[config.mk]
export PLATFORM = sky130hd
export DESIGN_NAME = pose_frame_deframer
export DESIGN_NICKNAME = d
export VERILOG_FILES = /design/src/hw/rtl/pfd_pkg.sv /design/src/hw/rtl/pose_frame_deframer.sv
export SDC_FILE = /design/constraint.sdc
export NUM_CORES = 1
export LEC_CHECK = 0
export BUFFER_PORTS_ARGS = -buffer_cell sky130_fd_sc_hd__buf_4
export CORE_AREA = 10 10 177 163
export DETAILED_ROUTE_END_ITERATION = 12
export DIE_AREA = 0 0 187 173
export HOLD_SLACK_MARGIN = 0.1
export PLACE_DENSITY = 0.86
export SLEW_MARGIN = 20
export SYNTH_ARGS = -nofsm -noshare
export SYNTH_HDL_FRONTEND = slang
export SYNTH_SLANG_ARGS = --single-unit
[constraint.sdc]
create_clock -name clk_i -period 9.4 [get_ports clk_i]
set_input_delay 0.94 -clock clk_i [delete_from_list [all_inputs] [get_ports clk_i]]
set_output_delay 0.94 -clock clk_i [all_outputs]
set_load 0.1 [all_outputs]
[src/hw/rtl/pfd_pkg.sv]
// Package for the pose frame deframer: frame marker bytes, sizes and the
// receive phase type. Used by the deframer and its port checker.
// No dependencies.
package pfd_pkg;

  // Frame markers
  localparam logic [7:0] HDR_FIRST  = 8'h0D;
  localparam logic [7:0] HDR_SECOND = 8'h0A;
  localparam logic [7:0] TRL_FIRST  = 8'h0A;
  localparam logic [7:0] TRL_SECOND = 8'h0D;

  // Frame geometry
  localparam int unsigned PayloadLen = 24;
  localparam int unsigned WordCount  = 6;
  localparam int unsigned WordWidth  = 32;
  localparam int unsigned ByteWidth  = 8;
  localparam int unsigned IdxWidth   = 5;
  localparam int unsigned OutWidth   = WordCount * WordWidth;
  localparam logic [IdxWidth-1:0] LastIdx = IdxWidth'(PayloadLen - 1);

  // Receive phase, one-hot
  typedef enum logic [4:0] {
    PH_HUNT    = 5'b00001,
    PH_HDR     = 5'b00010,
    PH_PAYLOAD = 5'b00100,
    PH_TRL1    = 5'b01000,
    PH_TRL2    = 5'b10000
  } phase_e;

endpackage

[src/hw/rtl/pose_frame_deframer.sv]
// Pose frame deframer: hunts 0x0D 0x0A, 24 payload bytes, 0x0A 0x0D and
// emits the payload as six 32-bit little-endian words. Depends on pfd_pkg.
// Throughput: one byte beat per cycle; the input stalls only when a frame's
// final byte arrives while the previous result beat is still held.
// The result beat is registered and valid in the cycle after the final trailer byte.
// Reset (rst_ni low, asynchronous): back to the header hunt, no result held.
module pose_frame_deframer
  import pfd_pkg::*;
(
  input  logic                clk_i,
  input  logic                rst_ni,
  input  logic                s_axis_tvalid,
  output logic                s_axis_tready,
  // [7:0] rx_byte
  input  logic [7:0]          s_axis_tdata,
  output logic                m_axis_tvalid,
  input  logic                m_axis_tready,
  // [31:0] yaw_angle_bits, [63:32] roll_angle_bits, [95:64] pitch_angle_bits,
  // [127:96] position_x_bits, [159:128] position_y_bits, [191:160] yaw_rate_bits
  output logic [OutWidth-1:0] m_axis_tdata
);

  phase_e                phase_q, phase_d;
  logic [IdxWidth-1:0]   idx_q, idx_d;
  logic [OutWidth-1:0]   store_q;
  logic [OutWidth-1:0]   out_data_q;
  logic                  out_valid_q;
  logic                  in_fire;
  logic                  shift_en;
  logic                  emit;

  // Stall input only when a result may be due and the output slot is blocked
  assign s_axis_tready = !((phase_q == PH_TRL2) && out_valid_q && !m_axis_tready);
  assign in_fire       = s_axis_tvalid && s_axis_tready;

  // Phase update for one accepted byte
  always_comb begin
    phase_d  = phase_q;
    idx_d    = idx_q;
    shift_en = 1'b0;
    emit     = 1'b0;
    if (in_fire) begin
      unique case (phase_q)
        PH_HUNT: begin
          phase_d = (s_axis_tdata == HDR_FIRST) ? PH_HDR : PH_HUNT;
        end
        PH_HDR: begin
          if (s_axis_tdata == HDR_SECOND) begin
            idx_d   = '0;
            phase_d = PH_PAYLOAD;
          end else if (s_axis_tdata != HDR_FIRST) begin
            phase_d = PH_HUNT;
          end
        end
        PH_PAYLOAD: begin
          shift_en = (idx_q <= LastIdx);
          if (idx_q >= LastIdx) begin
            idx_d   = '0;
            phase_d = PH_TRL1;
          end else begin
            idx_d = idx_q + 1'b1;
          end
        end
        PH_TRL1: begin
          phase_d = (s_axis_tdata == TRL_FIRST) ? PH_TRL2 : PH_HUNT;
        end
        PH_TRL2: begin
          emit    = (s_axis_tdata == TRL_SECOND);
          phase_d = PH_HUNT;
        end
        default: begin
          phase_d = PH_HUNT;
        end
      endcase
    end
  end

  // Control registers
  always_ff @(posedge clk_i or negedge rst_ni) begin
    if (!rst_ni) begin
      phase_q     <= PH_HUNT;
      idx_q       <= '0;
      out_valid_q <= 1'b0;
    end else begin
      phase_q <= phase_d;
      idx_q   <= idx_d;
      if (emit) begin
        out_valid_q <= 1'b1;
      end else if (m_axis_tready) begin
        out_valid_q <= 1'b0;
      end
    end
  end

  // Payload shift line: oldest byte ends up in the lowest bits
  always_ff @(posedge clk_i) begin
    if (shift_en) begin
      store_q <= {s_axis_tdata, store_q[OutWidth-1:ByteWidth]};
    end
  end

  // Result register
  always_ff @(posedge clk_i) begin
    if (emit) begin
      out_data_q <= store_q;
    end
  end

  assign m_axis_tvalid = out_valid_q;
  assign m_axis_tdata  = out_data_q;

endmodule

==> impl_metrics.ini <==
[sta]
max_freq_ghz = 0.2925
tightest_slew_ns = 0.9738
fin_crit_ns = 3.418
slew_headroom_pct = 35.08
slew_viol_final = 0
hold_violations = 0
finClkSkew_ns = 0.01656
grt_setup_unrepaired = no
fin_setup_tns_ns = 0
final-setup-viol-count = 0
holdWs_ns = 0.2554
layout_worst_path_cycle_share_pct = 36.36

[routing]
dr.pass1.iters = 4
vias = 5290
ant_nets = 0
drtIter0Drc = 352
via_per_inst = 4.876
drc_errors = 0
routed_wl_mm = 21.94
post_drt_wl_per_cell_microns = 20.22

[clocking]
postCtsSetupRepairBufs = 0
hold_buffers = 0
cts-root-buf = clkbuf_16
cts_resized = 0
clock_latency_ns = 0.51
clk_path_buf_depth = 3
numClockSinks = 395
numCtsBuffers = 39
clkSlewWorstSetupHoldPaths_ns = 0.06
cts_tree = done
cts_max_level = 2

[yosys]
ys.flop_type = edfxtp_1
syn_inst = 468
yosysUniqueCellTypes = 41
synth_nets = 481
yosysWarnings = 0
synth-edff-count = 384
yosysMostFrequentCell = edfxtp_1
synth_top_area_share_pct = 93.21
netlist_area_sq_mm = 0.01237
synth_area_leaders = edfxtp_1, dfrtp_1, buf_6
ys_seq_area_share_pct = 95.45
synth-seq-cells = 395
avgSynthCellArea_sq_um = 26.43
synth_top_area_cell = edfxtp_1
async_flop_share_pct = 2.785
synthTopCellsByCount = edfxtp_1, dfrtp_1, a21oi_1, nor2_1, o21ai_0

[critical_path]
crit_required_ns = 9.53
r2r_slack_ns = 6.24
crit_family = buffers and inverters
cp_slowest_stage_delay_ns = 0.73
crit_top_cell = buf_4
crit_path_top_delay_cell = buf_4
end_kind = flop
critPathMaxFanout = 61
critPathLaunchType = primary input
crit_chain = buf_4 -> nor4_2 -> and2_2 -> nand4_1 -> nor2_4 -> buf_4 -> buf_4
cp_num_buf_inv = 3
arrival_ns = 3.55
crit_type = in2reg

[layout]
multi_input_area_sq_um = 524.3
fin_util_pct = 62.43
seqCellArea_sq_mm = 0.01181
post_route_cells_drive_above_1_share_pct = 38.49
finalNetCount = 729
stdcell_count = 1085
syn2layout_area_growth_pct = 25.71
num-fill-cells = 1687
diodes = 0

[grt]
antenna_found_initial = 0
grt_util_all_layers_pct = 13.03
grt_pass1_vias = 5512
grt_max_degree = 76
grt_pass1_wl_mm = 33.19
grt_remaining_overflow = 0

[job]
cap_viol_max_count = 0

[floorplan]
rows = 55
start_util_pct = 49.66
chipHeight_microns = 173
die_area_sq_mm = 0.03235
ios = 206
core-area_sq_mm = 0.02491
die_x_microns = 187

[power_and_ir_drop]
p_leak_nw = 5.413
power_density_mw_per_mm2 = 216.1
vdd.ir_drop.worst_v = 0.0001454

[placed_design]
gp_congestion = 0.8301
place_hpwl_mm = 14.14
io_buffer_count = 205
dp_cells = 1017

[status]
status = completed

[min_path]
hp-class = in2async
metal layers:
layer / vias up / GRT usage [%] / wire, microns
met5: - / 0 / 0
li1: 2391 / - / -
met2: 233 / 19.57 / 10040
met4: 0 / 4.433 / 506
met1: 2626 / 16.49 / 9156
met3: 40 / 5.973 / 2235
final cells by class:
| type | count | share of cell area (%) |
|---|---|---|
| Clock inverter | 18 | 0.7885 |
| Tap cell | 342 | 2.752 |
| Inverter | 4 | 0.09655 |
| Multi-Input combinational cell | 65 | 3.371 |
| Clock buffer | 50 | 6.879 |
| Timing Repair Buffer | 211 | 10.19 |
| Sequential cell | 395 | 75.93 |
power by group:
part | switching, mW | internal [mW]
combinational | 0.00964 | 0.0114
clock | 0.598 | 0.832
sequential | 0.00483 | 1.91
kinds of logic (layout without fill, tap and decap cells):
kind of cell / Yosys count / count (layout) / synth area share [%]
simple gates: 34 / 34 / 1.891
buf+inv: 8 / 283 / 0.4348
mux: 6 / 6 / 0.5967
xor+xnor: 1 / 1 / 0.07081
fa+ha+maj: 1 / 1 / 0.1011
flops: 395 / 395 / 95.45
compound gates: 23 / 23 / 1.457
per-stage QoR:
step | setup slack [ns] | instance area, sq um | total power, mW
CTS | 5.972 | 15550 | 3.401
global placement | 5.510 | 14360 | 1.966
finish | 5.982 | 15550 | 3.361
global route | 5.793 | 15550 | 3.474
floorplan | 2.230 | 12380 | 1.962
detailed placement | 5.443 | 14360 | 1.968
worst reg2reg max path: stages (launching register included):
cell and delay [ns]:
dfrtp_1 0.50, nor4_2 0.49, nand4_1 0.23, nor2_4 0.14, buf_4 0.60, buf_4 0.79
final timing paths:
check | from | endpoint | cells past startpoint
max | s_axis_tdata[5] | m_axis_tdata[71] | 7
max in group asynchronous | rst_ni | phase_q[0] | 1
min in group clk_i | store_q[0] | m_axis_tdata[0] | 0
max reg2reg | phase_q[2] | m_axis_tdata[71] | 5
min | rst_ni | m_axis_tvalid | 1
min reg2reg | store_q[0] | m_axis_tdata[0] | 0
state kept, by name (all words and copies together), names as in the netlist:
register	count
store_q	192
m_axis_tvalid	1
m_axis_tdata	192
phase_q	5
idx_q	5
cell usage in the layout (no fill, tap or decap), types with 2 or more instances in the layout:
master,n
a21o_1,3
a21oi_1,5
and2_2,2
buf_4,211
clkbuf_1,8
clkbuf_16,41
clkinv_1,5
clkinv_2,8
clkinv_4,2
dfrtp_1,10
edfxtp_1,384
inv_1,4
mux2_2,3
mux2_4,2
nand2_1,4
nand2b_1,3
nand3_1,3
nand4_1,2
nor2_1,3
nor2_4,2
nor3_1,3
nor3b_1,2
nor4_2,2
o21ai_0,5
Note: power is estimated with default switching activity, not from simulation.
